### src/hdl/tslp_pkg.sv
// Tagged sensor line parser: shared types and constants.
// Used by the parser, the output buffer and the top level.
`default_nettype none

package tslp_pkg;

  localparam int CHAR_W     = 8;
  localparam int COUNT_W    = 12;
  localparam int NUM_FIELDS = 5;
  localparam int FIELD_W    = 3;
  localparam int TIME_W     = 64;
  localparam int ACCUM_W    = 16;

  localparam logic [COUNT_W-1:0] MAX_COUNT = 12'd4095;

  localparam logic [CHAR_W-1:0] CHAR_A = 8'h41;
  localparam logic [CHAR_W-1:0] CHAR_F = 8'h46;
  localparam logic [CHAR_W-1:0] CHAR_0 = 8'h30;
  localparam logic [CHAR_W-1:0] CHAR_9 = 8'h39;

  typedef logic [COUNT_W-1:0] count_t;

  typedef enum logic [1:0] {
    OUTCOME_PENDING = 2'd0,
    OUTCOME_OK      = 2'd1,
    OUTCOME_FAILED  = 2'd2
  } outcome_t;

  typedef struct packed {
    logic [TIME_W-1:0]                    frame_time;
    logic [NUM_FIELDS-1:0][COUNT_W-1:0]   counts;
    logic                                 frame_ok;
  } result_t;

endpackage

`default_nettype wire

### src/hdl/tagged_sensor_line_parser_core.sv
// Tagged sensor line parser top level: stream ports, parser and result buffer.
// Depends on tslp_pkg, tslp_parser and tslp_out_buf.
//
// Takes one character per cycle on the input stream while s_tready is high, and checks the line for
// tags A to E, each followed by a decimal count of at most 4095, then F.
// On the item marked tlast one result is registered in the result buffer, in its
// output register or, while the output is stalled, its skid register, and leaves on
// the output stream: tuser is the ok flag, tdata the five counts (zero on failure)
// and the timestamp of the last character. The parser update is a single registered
// step, so a new item is taken every cycle while s_tready is high; a two-entry result
// buffer keeps s_tready high until two results wait on a stalled output.
`default_nettype none

module tagged_sensor_line_parser_core (
  input  wire logic         clk,
  input  wire logic         rst,
  input  wire logic         s_tvalid,
  output logic              s_tready,
  input  wire logic [71:0]  s_tdata,   // char_byte, time_stamp
  input  wire logic         s_tlast,   // end_of_line
  output logic              m_tvalid,
  input  wire logic         m_tready,
  output logic [127:0]      m_tdata,   // thumb, index, middle, ring, pinky counts, frame_time
  output logic              m_tuser    // frame_ok
);

  logic              accept;
  logic              res_valid;
  logic              buf_full;
  tslp_pkg::result_t res;
  tslp_pkg::result_t out_res;

  assign s_tready = !buf_full;
  assign accept   = s_tvalid && s_tready;

  tslp_parser u_parser (
    .clk         (clk),
    .rst         (rst),
    .accept      (accept),
    .char_byte   (s_tdata[7:0]),
    .end_of_line (s_tlast),
    .time_stamp  (s_tdata[71:8]),
    .res_valid   (res_valid),
    .res         (res)
  );

  tslp_out_buf u_out_buf (
    .clk       (clk),
    .rst       (rst),
    .in_valid  (res_valid),
    .in_data   (res),
    .full      (buf_full),
    .out_valid (m_tvalid),
    .out_data  (out_res),
    .out_ready (m_tready)
  );

  assign m_tdata = {4'b0, out_res.frame_time, out_res.counts};
  assign m_tuser = out_res.frame_ok;

endmodule

`default_nettype wire

### src/hdl/tslp_parser.sv
// Per-byte line parser: tag and digit-run state, captured counts.
// Produces one result per end-of-line byte. Depends on tslp_pkg.
`default_nettype none

module tslp_parser (
  input  wire logic                          clk,
  input  wire logic                          rst,
  input  wire logic                          accept,
  input  wire logic [tslp_pkg::CHAR_W-1:0]   char_byte,
  input  wire logic                          end_of_line,
  input  wire logic [tslp_pkg::TIME_W-1:0]   time_stamp,
  output logic                               res_valid,
  output tslp_pkg::result_t                  res
);

  logic [tslp_pkg::FIELD_W-1:0] field_number;
  logic                         reading_digits;
  logic                         digit_seen;
  tslp_pkg::count_t             value_accum;
  logic                         value_overflow;
  tslp_pkg::outcome_t           line_outcome;
  tslp_pkg::count_t             captured_counts [tslp_pkg::NUM_FIELDS];

  logic [tslp_pkg::FIELD_W-1:0] field_step;
  logic                         reading_step;
  logic                         seen_step;
  tslp_pkg::count_t             accum_step;
  logic                         overflow_step;
  tslp_pkg::outcome_t           outcome_step;
  tslp_pkg::count_t             captured_next [tslp_pkg::NUM_FIELDS];

  logic                         is_digit;
  logic                         tag_check;
  logic [3:0]                   digit_value;
  logic [tslp_pkg::ACCUM_W-1:0] accum_scaled;

  assign is_digit     = char_byte inside {[tslp_pkg::CHAR_0:tslp_pkg::CHAR_9]};
  assign digit_value  = 4'(char_byte - tslp_pkg::CHAR_0);
  assign accum_scaled = ({4'b0, value_accum} * 16'd10) + {12'b0, digit_value};

  always_comb begin
    field_step    = field_number;
    reading_step  = reading_digits;
    seen_step     = digit_seen;
    accum_step    = value_accum;
    overflow_step = value_overflow;
    outcome_step  = line_outcome;
    captured_next = captured_counts;
    tag_check     = 1'b0;
    if (accept && line_outcome == tslp_pkg::OUTCOME_PENDING) begin
      if (reading_digits) begin
        if (is_digit) begin
          seen_step = 1'b1;
          if (accum_scaled > {4'b0, tslp_pkg::MAX_COUNT}) begin
            overflow_step = 1'b1;
          end else begin
            accum_step = accum_scaled[tslp_pkg::COUNT_W-1:0];
          end
        end else if (!digit_seen || value_overflow ||
                     field_number >= 3'(tslp_pkg::NUM_FIELDS)) begin
          outcome_step = tslp_pkg::OUTCOME_FAILED;
        end else begin
          captured_next[field_number] = value_accum;
          field_step   = field_number + 3'd1;
          reading_step = 1'b0;
          tag_check    = 1'b1;
        end
      end else begin
        tag_check = 1'b1;
      end
      if (tag_check) begin
        if (field_step >= 3'(tslp_pkg::NUM_FIELDS)) begin
          outcome_step = (char_byte == tslp_pkg::CHAR_F) ? tslp_pkg::OUTCOME_OK
                                                          : tslp_pkg::OUTCOME_FAILED;
        end else if (char_byte == 8'(tslp_pkg::CHAR_A + {5'b0, field_step})) begin
          reading_step  = 1'b1;
          seen_step     = 1'b0;
          accum_step    = '0;
          overflow_step = 1'b0;
        end else begin
          outcome_step = tslp_pkg::OUTCOME_FAILED;
        end
      end
    end
  end

  always_comb begin
    res_valid      = accept && end_of_line;
    res.frame_ok   = (outcome_step == tslp_pkg::OUTCOME_OK);
    res.frame_time = time_stamp;
    for (int i = 0; i < tslp_pkg::NUM_FIELDS; i++) begin
      res.counts[i] = res.frame_ok ? captured_next[i] : '0;
    end
  end

  always_ff @(posedge clk) begin
    if (rst || (accept && end_of_line)) begin
      field_number   <= '0;
      reading_digits <= 1'b0;
      digit_seen     <= 1'b0;
      value_accum    <= '0;
      value_overflow <= 1'b0;
      line_outcome   <= tslp_pkg::OUTCOME_PENDING;
    end else begin
      field_number   <= field_step;
      reading_digits <= reading_step;
      digit_seen     <= seen_step;
      value_accum    <= accum_step;
      value_overflow <= overflow_step;
      line_outcome   <= outcome_step;
    end
  end

  always_ff @(posedge clk) begin
    captured_counts <= captured_next;
  end

endmodule

`default_nettype wire

### src/hdl/tslp_out_buf.sv
// Two-entry result buffer: output register plus skid register.
// Decouples the parser from output backpressure. Depends on tslp_pkg.
`default_nettype none

module tslp_out_buf (
  input  wire logic              clk,
  input  wire logic              rst,
  input  wire logic              in_valid,
  input  wire tslp_pkg::result_t in_data,
  output logic                   full,
  output logic                   out_valid,
  output tslp_pkg::result_t      out_data,
  input  wire logic              out_ready
);

  logic              skid_valid;
  tslp_pkg::result_t skid_data;

  assign full = skid_valid;

  always_ff @(posedge clk) begin
    if (rst) begin
      out_valid  <= 1'b0;
      skid_valid <= 1'b0;
    end else if (skid_valid) begin
      if (out_ready) begin
        skid_valid <= 1'b0;
      end
    end else if (in_valid) begin
      if (out_valid && !out_ready) begin
        skid_valid <= 1'b1;
      end
      out_valid <= 1'b1;
    end else if (out_ready) begin
      out_valid <= 1'b0;
    end
  end

  always_ff @(posedge clk) begin
    if (skid_valid) begin
      if (out_ready) begin
        out_data <= skid_data;
      end
    end else if (in_valid) begin
      if (out_valid && !out_ready) begin
        skid_data <= in_data;
      end else begin
        out_data <= in_data;
      end
    end
  end

endmodule

`default_nettype wire

### config.mk
export PLATFORM = sky130hd
export DESIGN_NAME = tagged_sensor_line_parser_core
export DESIGN_NICKNAME = d
export VERILOG_FILES = /design/src/hdl/tslp_pkg.sv /design/src/hdl/tagged_sensor_line_parser_core.sv /design/src/hdl/tslp_parser.sv /design/src/hdl/tslp_out_buf.sv
export SDC_FILE = /design/constraint.sdc
export NUM_CORES = 1
export LEC_CHECK = 0
export ABC_AREA = 1
export BUFFER_PORTS_ARGS = -buffer_cell sky130_fd_sc_hd__buf_2
export CAP_MARGIN = 20
export CELL_PAD_IN_SITES_DETAIL_PLACEMENT = 1
export CELL_PAD_IN_SITES_GLOBAL_PLACEMENT = 1
export CORE_ASPECT_RATIO = 0.7
export CORE_MARGIN = 2
export CORE_UTILIZATION = 40
export CTS_CLUSTER_SIZE = 10
export DETAILED_ROUTE_END_ITERATION = 8
export PLACE_DENSITY_LB_ADDON = 0.1
export RECOVER_POWER = 25
export SYNTH_ARGS = -nofsm -noshare
export SYNTH_HDL_FRONTEND = slang
export SYNTH_HIERARCHICAL = 1
export SYNTH_SLANG_ARGS = --single-unit
### constraint.sdc
create_clock -name clk -period 9.2 [get_ports clk]
set_input_delay 2.3 -clock clk [delete_from_list [all_inputs] [get_ports clk]]
set_output_delay 2.3 -clock clk [all_outputs]
set_load 0.02 [all_outputs]
# After elaboration in Yosys (flattened, before gate mapping)
# Index checks and enable logic that the tools add are counted.
[totals] register_bits=332 latch_bits=0 ram_bits=0 romBits=0 in_bits=77 out_inout_bits=131 mem_count=0
[classes] add_sub_neg=4 mul=1 div_mod_pow=0 magnitude_cmp=7 n_eq_ne=5 shifts=0 n_mux=61 n_bitwise=2 n_reduce_logical=18
[op_table] operator="2-to-1 mux 125 bit" count=4
[op_table] operator="2-to-1 mux 60 bit" count=4
[op_table] operator="2-to-1 mux 12 bit" count=12
[op_table] operator="bitwise mux 60 bit" count=1
[op_table] operator="demux 12 bit (select 3 bit)" count=1
[op_table] operator="2-to-1 mux 1 bit" count=27
[op_table] operator="adder 16 x 4 -> 16 bit" count=1
[op_table] operator="> comparator 16 x 12 -> 1 bit, second input constant" count=1
[op_table] operator="2-to-1 mux 2 bit" count=8
[op_table] operator="multiplier 12 x 3 -> 15 bit, second input constant" count=1
[op_table] operator="2-to-1 mux 3 bit" count=4
[op_table] operator="adder 7 x 3 -> 8 bit, first input constant" count=1
[op_table] operator="== test 8 x 7 -> 1 bit, second input constant" count=1
[op_table] operator="== test 8 bit" count=1
[op_table] operator="greater-or-equal comparator 8 x 6 -> 1 bit, second input constant" count=1
[op_table] operator="<= comparator 8 x 6 -> 1 bit, second input constant" count=1
[op_table] operator="greater-or-equal comparator 3 bit, second input constant" count=2
[op_table] operator="logical AND 1 bit" count=6
[op_table] operator="AND reduction 3 bit" count=2
[op_table] operator="greater-or-equal comparator 4 bit, second input constant" count=1
[op_table] operator="< comparator 4 x 1 -> 1 bit, second input constant" count=1
[op_table] operator="inverter 3 -> 4 bit" count=1
[op_table] operator="nonzero test 2 bit" count=2
[op_table] operator="subtractor 4 x 1 -> 4 bit, second input constant" count=1
[op_table] operator="other kinds (9)" count=13

# Longest topological paths before layout
# Gate-level depths: netlist (run 1).
[depth] depth_word=18 depth_mapped=25

# Cells and area by module
# The synthesis (run 1) kept the hierarchy.
[by_module_without_submodules] module="tslp_out_buf" instances=1 cells_per_inst=672 area_each_um2=9161.3
[by_module_without_submodules] module="tslp_parser" instances=1 cells_per_inst=802 area_each_um2=5251.3
[by_module_without_submodules] module="tagged_sensor_line_parser_core" instances=1 cells_per_inst=8 area_each_um2=47.5

# Worst setup path before layout (run 1)
# OpenSTA, ideal clock, no wires.
[synth_path] path_kind="input port to flip-flop" start="input port s_tvalid" end="register u_out_buf/out_data[0] in the netlist's numbering, enable pin" setup_ns=0.654 arrival_time_ns=8.707 required_time_ns=8.546 slack_ns=-0.161 cell_stages=6 path_cell_list="inv_1 > nor2_2 > nand2_1 > inv_1 > nand2_1 > o22ai_1"
[synth_via] elab_chain_len=4
[synth_rtl] element="start: declaration" line="tagged_sensor_line_parser_core.sv:17" text="input wire logic s_tvalid,"
[synth_rtl] element="logical AND 1 bit" line="tagged_sensor_line_parser_core.sv:34" text="assign accept = s_tvalid && s_tready;"
[synth_rtl] element="net accept" line="tagged_sensor_line_parser_core.sv:27" text="logic accept;"
[synth_rtl] element="logical AND 1 bit" line="tslp_parser.sv:88" text="res_valid = accept && end_of_line;"
[synth_rtl] element="net res_valid" line="tagged_sensor_line_parser_core.sv:28" text="logic res_valid;"
[synth_rtl] element="nonzero test 2 bit (no source line)"
[synth_rtl] element="AND reduction 3 bit (no source line)"
[synth_rtl] element="end signal: assignment" line="tslp_out_buf.sv:42" text="out_data <= skid_data;"
[synth_rtl] element="end signal: assignment" line="tslp_out_buf.sv:48" text="out_data <= in_data;"
[synth_rtl] element="end: declaration" line="tslp_out_buf.sv:12" text="output tslp_pkg::result_t out_data,"
# The timed path passes the listed nets, and every way through them passes these cells.
# A chain may end at the register's enable or synchronous reset.

# Worst setup path after layout (run 1)
[layout_path] start="register u_out_buf.skid_valid (netlist: u_out_buf/full)" end="register u_out_buf/out_data[122] in the netlist's numbering, enable pin"
[layout_via] elab_chain_len=5 elab_cells_between_ends=7
[layout_rtl] element="start: declaration" line="tslp_out_buf.sv:16" text="logic skid_valid;"
[layout_rtl] element="start signal: assignment" line="tslp_out_buf.sv:24" text="skid_valid <= 1'b0;"
[layout_rtl] element="start signal: assignment" line="tslp_out_buf.sv:27" text="skid_valid <= 1'b0;"
[layout_rtl] element="start signal: assignment" line="tslp_out_buf.sv:31" text="skid_valid <= 1'b1;"
[layout_rtl] element="logical NOT 1 bit" line="tagged_sensor_line_parser_core.sv:33" text="assign s_tready = !buf_full;"
[layout_rtl] element="logical AND 1 bit" line="tagged_sensor_line_parser_core.sv:34"
[layout_rtl] element="logical AND 1 bit" line="tslp_parser.sv:88"
[layout_rtl] element="nonzero test 2 bit (no source line)"
[layout_rtl] element="AND reduction 3 bit (no source line) *"
# Mark *: on every way between the ends. The rest lies on a longest branch, timed or not.

==> impl_metrics.tcl, run 1 <==
set metrics [dict create \
    status "finished with violations" \
    failed_checks "max-capacitance violations, max-slew violations" \
    crit_arrival_ns 6.15 \
    leakage_nw 7.12 \
    fin_nets 1724 \
    place_congestion 0.815 \
    grt_pass1_vias 10600 \
    wl_mm 35.4 \
    reg2reg_to "u_out_buf/out_data[122]" \
    drt_iter0_markers 504 \
    dp.cells 2057 \
    irDropWorstVdd_mv 0.131 \
    finClkSkew_ns 0.0156 \
    ioPinCount 208 \
    hp-start "u_parser/value_overflow" \
    relSlewSlack_pct -63.6 \
    ys_seq_elements 332 \
    multiInputGateArea_mm2 0.00384 \
    crit_top_cell "buf_4" \
    critPathLaunchType "flip-flop" \
    synth_edf_count 250 \
    syn_area_per_cell_um2 9.76 \
    place_ws_ns 3.36 \
    hold_ws_ns 0.487 \
    post-synth-top-count-cell "nand2_1" \
    firstDrtPassIters 5 \
    regArea_mm2 0.00915 \
    diodes 0 \
    vias_per_cell 4.63 \
    drv_slew 62 \
    grt_max_degree 85 \
    cp-end-kind "flip-flop" \
    num_vias 9833 \
    path_buf_inv 3 \
    ys_warn_count 6 \
    synth.largest_area_cell "edfxtp_1" \
    grt_pass1_wl_mm 57.2 \
    insertion_delay_ns 0.53 \
    numCtsBuffers 39 \
    die_y_um 163 \
    path_cells "buf_4, clkinvlp_2, o22ai_4, buf_4" \
    cts.clk_slew.worst_paths_ns 0.06 \
    rows 58 \
    fin_crit_sh_pct 65.4 \
    antenna_found_initial 0 \
    synth.top_cell.area_share_pct 51.9 \
    synth.area.top_cells "edfxtp_1 52%, nand2_1 14%, dfxtp_1 11%, inv_1 4.9%, buf_4 3.7%" \
    worstPathRequired_ns 9.33 \
    initial_utilization_pct 40.4 \
    cts_setup_buffers 0 \
    drc 0 \
    maxCapViolCount 1 \
    final_cells 2126 \
    crit_slowest_cell "clkinvlp_2" \
    path_class "reg2reg" \
    fmax_mhz 166 \
    fin_crit_ns 6.02 \
    cts_hold_buffers 0 \
    setup_viol 0 \
    overflow 0 \
    fin_tns_setup_ns 0 \
    dieArea_mm2 0.0377 \
    power_density_mw_per_mm2 196 \
    utilization_pct 45.6 \
    cpPeakStageDelay_ns 2.25 \
    dp_hpwl_mm 22.8 \
    seq_area_frac_synth_pct 63.3 \
    crit_start "u_out_buf/full" \
    layout_setup_ws_ns 3.18 \
    fin_area_mm2 0.0163 \
    nFillCells 4130 \
    dpl-instance-area_mm2 0.0154 \
    htreeDepth 2 \
    grt_setup_unrepaired "no" \
    drt.antenna.violating_nets 0 \
    grt_util_all_layers_pct 19.2 \
    tightest_slew_ns 2.44 \
    async_reset_ff_share_pct 0 \
    cts_resized 0 \
    finalPower_mw 3.20 \
    cts_buffer_depth 3 \
    crit_family "buffers and inverters" \
    crit_cells 4 \
    rr_worst_depth 4 \
    hold_viol 0 \
    cts_tree "done" \
    netlist_area_mm2 0.0145 \
    core_area_mm2 0.0358 \
    synth.distinct_cells 36 \
    syn_to_final_growth_pct 12.7 \
    cts-root-buf "clkbuf_16" \
    min_path_cells 2 \
    io_buffers 203 \
    cts_sinks 332 \
    drive_above_1_share_pct 8.75 \
    ys.flop_type "edfxtp_1" \
    reg2reg_slack_ns 3.18 \
    r2r_start "u_out_buf/full" \
    hp-class "reg2reg" \
    syn_inst 1482 \
    synth_commonest_cells "545 x nand2_1, 250 x edfxtp_1, 187 x inv_1, 82 x dfxtp_1" \
    critPathMaxFanout 84 \
    routedWlPerCell_um 16.7 \
    die_x_um 231 \
    crit_end "u_out_buf/out_data[122]" \
]
==> worst reg2reg max path, cell delays in order (launching register included) <==
cell,delay [ns]
dfxtp_4,0.70
buf_4,0.88
clkinvlp_2,2.26
o22ai_4,0.82
buf_4,0.88
==> layer usage <==
layer	up-vias	GRT usage, %	routed length [µm]
li1	4928	-	-
met1	4693	26.3	17000
met2	155	31.1	16200
met3	57	3.65	1410
met4	0	5.51	859
met5	-	0	0
==> where the power goes <==
| group | internal (mW) | switching (mW) |
|---|---|---|
| combinational | 0.0432 | 0.124 |
| clock | 0.792 | 0.580 |
| sequential | 1.65 | 0.0126 |
| total | 2.48 | 0.717 |
==> worst min-delay path by stage <==
| stage | endpoint |
|---|---|
| after global placement | u_parser/value_overflow |
| final | u_parser/value_overflow |
| after floorplan | u_parser/value_overflow |
| after global routing | u_parser/digit_seen |
| after CTS | u_parser/value_overflow |
| after detailed placement | u_parser/value_overflow |
==> state kept, by name, summed over array words and instances, names as in the netlist <==
| name | count |
|---|---|
| u_parser/reading_digits | 1 |
| u_parser/value_accum | 12 |
| u_out_buf/out_data | 125 |
| u_parser/captured_counts | 60 |
| u_out_buf/out_valid | 1 |
| u_parser/value_overflow | 1 |
| u_out_buf/skid_data | 125 |
| u_parser/field_number | 3 |
| u_parser/digit_seen | 1 |
| u_out_buf/full | 1 |
| u_parser/line_outcome | 2 |
==> placed cells by master, fill, tap and decap left out, types with 6 or more instances in the layout <==
cell type / count
o21ai_0: 64
nand3_1: 34
clkbuf_16: 39
clkbuf_1: 161
buf_2: 68
dfxtp_1: 81
nor2_2: 10
edfxtp_1: 250
nand4_1: 11
a21oi_1: 25
inv_1: 186
o21ai_1: 15
nand2_1: 545
nor2_1: 73
ha_1: 27
xor2_1: 6
==> area by class of cell <==
type | count | area share (%)
sequential | 332 | 56.1
tap | 480 | 3.68
clock inverter | 3 | 0.107
clock buffer | 66 | 6.61
multi-input combinational | 845 | 23.6
timing repair buffer | 208 | 5.43
inverter | 192 | 4.47
==> logic make-up after synthesis <==
kind of cell    synth area share (%)
other cells                   0.0259
xor+xnor                       0.606
buf+inv                         10.3
compound gates                  4.08
flops                           63.3
simple gates                    19.1
fa+ha+maj                       2.61
Note: power is estimated with default switching activity, not from simulation.
==> run 2, diff against run 1 <==
--- a/config.mk
+++ b/config.mk
@@ -5,14 +5,14 @@
 export SDC_FILE = /design/constraint.sdc
 export NUM_CORES = 1
 export LEC_CHECK = 0
-export ABC_AREA = 1
+export ABC_AREA = 0
 export BUFFER_PORTS_ARGS = -buffer_cell sky130_fd_sc_hd__buf_2
 export CAP_MARGIN = 20
 export CELL_PAD_IN_SITES_DETAIL_PLACEMENT = 1
 export CELL_PAD_IN_SITES_GLOBAL_PLACEMENT = 1
 export CORE_ASPECT_RATIO = 0.7
 export CORE_MARGIN = 2
-export CORE_UTILIZATION = 40
+export CORE_UTILIZATION = 43
 export CTS_CLUSTER_SIZE = 10
 export DETAILED_ROUTE_END_ITERATION = 8
 export PLACE_DENSITY_LB_ADDON = 0.1
==> constraint.sdc (replaced) <==
create_clock -name clk -period 5.1 [get_ports clk]
set_input_delay 1.275 -clock clk [delete_from_list [all_inputs] [get_ports clk]]
set_output_delay 1.275 -clock clk [all_outputs]
set_load 0.02 [all_outputs]
==> impl_metrics.tcl, run 2 <==
set metrics [dict create \
    place_congestion 0.800 \
    failed_checks "max-capacitance violations, max-slew violations" \
    drive_above_1_share_pct 36.3 \
    initial_utilization_pct 43.7 \
    critPathMaxFanout 19 \
    grt_pass1_wl_mm 46.6 \
    synth.distinct_cells 74 \
    fin_tns_setup_ns 0 \
    layout_common_cells "250 x edfxtp_1, 117 x buf_2, 113 x clkbuf_1" \
    async_reset_ff_share_pct 0 \
    worstPathRequired_ns 5.36 \
    grt_pass1_vias 7938 \
    synth_commonest_cells "250 x edfxtp_1, 88 x mux2_2, 85 x mux2_4, 82 x dfxtp_1, 71 x buf_4" \
    synth.largest_area_cell "edfxtp_1" \
    cts.clk_slew.worst_paths_ns 0.05 \
    min_path_cells 2 \
    syn_to_final_growth_pct 12.5 \
    die_y_um 159 \
    setup_viol 0 \
    grt_util_all_layers_pct 17.0 \
    hold_viol 0 \
    reg2reg_slack_ns 1.07 \
    hp-class "reg2reg" \
    insertion_delay_ns 0.52 \
    dieArea_mm2 0.0357 \
    syn_area_per_cell_um2 15.7 \
    cts-root-buf "clkbuf_16" \
    power_density_mw_per_mm2 345 \
    dpl-instance-area_mm2 0.0156 \
    diodes 0 \
    finClkSkew_ns 0.0180 \
    path_class "in2reg" \
    leakage_nw 5.97 \
    fmax_mhz 243 \
    core_area_mm2 0.0336 \
    drc 0 \
    status "finished with violations" \
    netlist_area_mm2 0.0147 \
    tightest_slew_ns 2.02 \
    rr_worst_depth 14 \
    crit_slowest_cell "or2_4" \
    crit_arrival_ns 4.38 \
    drv_slew 39 \
    post-synth-top-count-cell "edfxtp_1" \
    io_buffers 203 \
    hold_ws_ns 0.458 \
    routedWlPerCell_um 19.6 \
    ys_warn_count 6 \
    dp_hpwl_mm 20.2 \
    ys.flop_type "edfxtp_1" \
    seq_area_frac_synth_pct 62.3 \
    numCtsBuffers 39 \
    mostFrequentLayoutCell "edfxtp_1" \
    ys_seq_elements 332 \
    fin_crit_sh_pct 80.8 \
    drt_iter0_markers 408 \
    num_vias 7774 \
    synth.area.top_cells "edfxtp_1 51%, dfxtp_1 11%, mux2_4 8.7%, mux2_2 6.8%, buf_4 3.6%" \
    maxCapViolCount 1 \
    vias_per_cell 5.00 \
    path_cells "buf_2, and4bb_2, a211o_4, o21ai_0, inv_1, ha_1, nor3_1, mux2i_1, and4_1, a21oi_1, or2_4, buf_4, nor2b_2, mux2_4" \
    firstDrtPassIters 4 \
    syn_inst 932 \
    antenna_found_initial 0 \
    cp-end-kind "flip-flop" \
    path_buf_inv 3 \
    grt_max_degree 84 \
    critPathLaunchType "input port" \
    die_x_um 225 \
    htreeDepth 2 \
    overflow 0 \
    synth_edf_count 250 \
    grt_setup_unrepaired "no" \
    cpPeakStageDelay_ns 0.44 \
    relSlewSlack_pct -34.6 \
    cts_tree "done" \
    irDropWorstVdd_mv 0.212 \
    cts_setup_buffers 0 \
    crit_family "simple AND/OR/NAND/NOR gates" \
    fin_crit_ns 4.12 \
    largestRegisters "u_out_buf/out_data: 125 flops, u_out_buf/skid_data: 125 flops, u_parser/captured_counts: 60 flops" \
    crit_cells 14 \
    ioPinCount 208 \
    synth.top_cell.area_share_pct 51.1 \
    fin_nets 1198 \
    utilization_pct 49.2 \
    fin_area_mm2 0.0165 \
    wl_mm 30.5 \
    cts_resized 0 \
    drt.antenna.violating_nets 0 \
    cts_hold_buffers 0 \
    cts_sinks 332 \
    rows 56 \
    cts_buffer_depth 3 \
]
## run 2: cell types whose count changed after synthesis, sizes merged, moves of 9 or more
cell | previous run | this run
o31ai | 1 | 10
a21oi | 26 | 17
inv | 191 | 24
nand4 | 11 | 2
mux2 | 0 | 173
nor2b | 0 | 66
nand2 | 550 | 30
o21ai | 79 | 18
clkbuf | 23 | 3
nand3 | 37 | 6
nor2 | 84 | 14
## run 2: worst paths after layout
check	start	endpoint
max	s_tdata[4]	u_out_buf/out_data[50]
min	u_parser/captured_counts[5]	u_parser/captured_counts[5]
max reg2reg	u_parser/field_number[0]	u_out_buf/out_data[50]
min reg2reg	u_parser/captured_counts[5]	u_parser/captured_counts[5]
## run 2: where the power goes
part / internal (mW) / switching, mW / leakage [nW] / total (mW)
registers: 2.96 / 0.0178 / 2.98 / 2.98
logic: 0.0863 / 0.159 / 2.46 / 0.245
clock network: 1.46 / 1.02 / 0.533 / 2.48
total: 4.51 / 1.20 / 5.97 / 5.71
## run 2: cells by family (layout without fill, tap and decap cells)
kind of cell | after synthesis | count (layout) | share of synthesized area [%]
AOI/OAI and AO/OA | 86 | 86 | 4.39
xor gates and xnor gates | 16 | 16 | 0.955
adders and majority gates | 29 | 29 | 2.57
buffers and inverters | 125 | 310 | 6.14
DFF | 332 | 332 | 62.3
muxes | 177 | 177 | 15.7
other | 1 | 4 | 0.0255
and+or+nand+nor | 166 | 166 | 7.87
## run 2: worst reg2reg max path: cells and delay by family (launching register included)
kind / cells / cell delay, ns
AOI/OAI and AO/OA: 4 / 1.17
adders and majority gates: 2 / 0.51
buffers and inverters: 2 / 0.38
DFF: 1 / 0.49
muxes: 2 / 0.38
and+or+nand+nor: 4 / 0.86
## run 2: per-stage QoR
step | cells | setup WS (ns) | total power [mW]
2_1_floorplan | 935 | 0.00456 | 3.23
3_3_place_gp | 1486 | 0.630 | 3.30
3_5_place_dp | 1486 | 0.464 | 3.30
4_1_cts | 1555 | 1.01 | 5.82
5_1_grt | 1555 | 0.728 | 5.93
6_report | 1555 | 0.979 | 5.71
## run 2: layout make-up
type / count / area (µm²)
sequential: 332 / 9150
multi-input combinational: 478 / 4560
clock buffer: 67 / 1100
tap: 435 / 544
inverter: 24 / 90.1
fill: 3344 / 17000
timing repair buffer: 217 / 1060
clock inverter: 2 / 13.8
## run 2: routing by layer
layer	vias to the layer above	track usage, %	share of wire (%)
li1	3713	-	-
met1	3879	24.1	48
met2	141	26.0	45
met3	41	4.21	4.9
met4	0	4.64	1.8
met5	-	0	0
==> run 3, diff against run 2 <==
==> constraint.sdc (replaced) <==
create_clock -name clk -period 3.5 [get_ports clk]
set_input_delay 0.875 -clock clk [delete_from_list [all_inputs] [get_ports clk]]
set_output_delay 0.875 -clock clk [all_outputs]
set_load 0.02 [all_outputs]
==> impl_metrics.tcl, run 3 (synthesis results as in run 2) <==
set metrics [dict create \
    vias_per_cell 5.05 \
    cts-root-buf "clkbuf_16" \
    status "finished with violations" \
    initial_utilization_pct 43.7 \
    hp-class "reg2reg" \
    num_vias 8056 \
    irDropWorstVdd_mv 0.318 \
    finClkSkew_ns 0.0178 \
    die_y_um 159 \
    largestRegisters "u_out_buf/out_data: 125 flops, u_out_buf/skid_data: 125 flops, u_parser/captured_counts: 60 flops" \
    fmax_mhz 292 \
    fin_nets 1238 \
    cpPeakStageDelay_ns 0.56 \
    min_path_cells 2 \
    place_congestion 0.794 \
    grt_pass1_wl_mm 47.6 \
    hold_viol 0 \
    grt_pass1_vias 8375 \
    finalPower_mw 8.38 \
    rows 56 \
    ioPinCount 208 \
    drive_above_1_share_pct 37.6 \
    path_class "reg2reg" \
    drt_iter0_markers 381 \
    reg2reg_slack_ns 0.08 \
    io_buffers 203 \
    syn_to_final_growth_pct 15.2 \
    power_density_mw_per_mm2 496 \
    crit_arrival_ns 3.81 \
    critPathLaunchType "flip-flop" \
    crit_slowest_cell "dfxtp_1" \
    insertion_delay_ns 0.52 \
    drv_slew 55 \
    drc 0 \
    cts_sinks 332 \
    layout_common_cells "250 x edfxtp_1, 134 x buf_2, 96 x clkbuf_1" \
    die_x_um 225 \
    tightest_slew_ns 1.60 \
    grt_util_all_layers_pct 17.4 \
    grt_max_degree 133 \
    path_cells "ha_1, ha_1, nand4_1, a2111oi_4, and3_4, and4_1, nor3_2, buf_4, o32ai_1" \
    cp-end-kind "flip-flop" \
    fin_crit_sh_pct 97.7 \
    crit_top_cell "ha_1" \
    hp-start "u_parser/captured_counts[15]" \
    failed_checks "max-capacitance violations, max-slew violations" \
    firstDrtPassIters 4 \
    reg2reg_to "u_parser/value_accum[3]" \
    r2r_start "u_parser/value_accum[5]" \
    numCtsBuffers 39 \
    min_to "u_parser/captured_counts[15]" \
    rr_worst_depth 9 \
    dieArea_mm2 0.0357 \
    core_area_mm2 0.0336 \
    setup_viol 0 \
    leakage_nw 6.18 \
    drt.antenna.violating_nets 0 \
    overflow 0 \
    mostFrequentLayoutCell "edfxtp_1" \
    critPathMaxFanout 6 \
    worstPathRequired_ns 3.89 \
    dpl-instance-area_mm2 0.0160 \
    wl_mm 31.3 \
    cts.clk_slew.worst_paths_ns 0.06 \
    dp_hpwl_mm 20.7 \
    htreeDepth 2 \
    fin_area_mm2 0.0169 \
    maxCapViolCount 1 \
    fin_tns_setup_ns 0 \
    fin_crit_ns 3.42 \
    relSlewSlack_pct -6.34 \
    routedWlPerCell_um 19.7 \
    utilization_pct 50.4 \
    cts_tree "done" \
    diodes 0 \
    antenna_found_initial 0 \
    cts_buffer_depth 3 \
]
-- run 3: cell count changes in the layout (fill, tap and decap cells not counted), moves of 2 or more --
cell       delta
buf_12        +6
buf_16        +2
buf_2        +17
buf_4        +29
clkbuf_1     -17
clkbuf_16     +2
clkbuf_8      +2
mux2_1       +34
mux2_4       -34
nor3_4        +2
-- run 3: worst max-delay path, delay by kind of cell (launching register included) --
| kind | cells | cell delay, ns |
|---|---|---|
| fa+ha+maj | 2 | 0.73 |
| buf+inv | 1 | 0.17 |
| compound gates | 2 | 0.86 |
| flops | 1 | 0.56 |
| simple gates | 4 | 0.96 |
-- run 3: worst max-delay path by stage --
stage	start	end	slack [ns]
2_1_floorplan	s_tvalid	u_out_buf/skid_data[0]	-1.20
3_3_place_gp	s_tdata[4]	u_out_buf/out_data[0]	-0.20
3_5_place_dp	s_tdata[4]	u_out_buf/out_data[25]	-0.21
4_1_cts	u_parser/value_accum[2]	u_parser/value_accum[3]	0.10
5_1_grt	u_parser/reading_digits	u_out_buf/out_data[4]	-0.02
6_report	u_parser/value_accum[5]	u_parser/value_accum[3]	0.08
-- run 3: metal layers --
metal	vias to the layer above	share of wire, %	track usage, %
li1	3800	-	-
met2	144	44	26.4
met5	-	0	0
met4	0	1.9	4.57
met1	4059	49	25.2
met3	53	4.5	3.73
-- run 3: final cells by class --
| class | count | area, µm² |
|---|---|---|
| clock buffers | 68 | 1150 |
| clock inverters | 1 | 3.75 |
| fillers | 3371 | 16700 |
| inverters | 24 | 90.1 |
| multi-input cells | 478 | 4460 |
| flip-flops and latches | 332 | 9150 |
| well taps | 435 | 544 |
| repair buffers | 257 | 1510 |
-- run 3: through the flow --
stage / hold slack, ns / worst slack (ns) / std cells
3_3_place_gp: 0.435 / -0.200 / 1523
2_1_floorplan: 0.421 / -1.20 / 935
6_report: 0.450 / 0.0798 / 1595
5_1_grt: 0.474 / -0.0152 / 1595
4_1_cts: 0.454 / 0.103 / 1592
3_5_place_dp: 0.441 / -0.209 / 1523
-- run 3: power by group --
part           internal [mW]  switching [mW]  total (mW)
clock                   2.20            1.48        3.69
sequential              4.31          0.0255        4.34
combinational          0.121           0.233       0.354
-- run 3: what timing repair did --
action	4_1_cts	5_1_grt
resized for setup	0	7
setup buffers	0	2
hold buffers	0	0
setup endpoints to repair	0	58
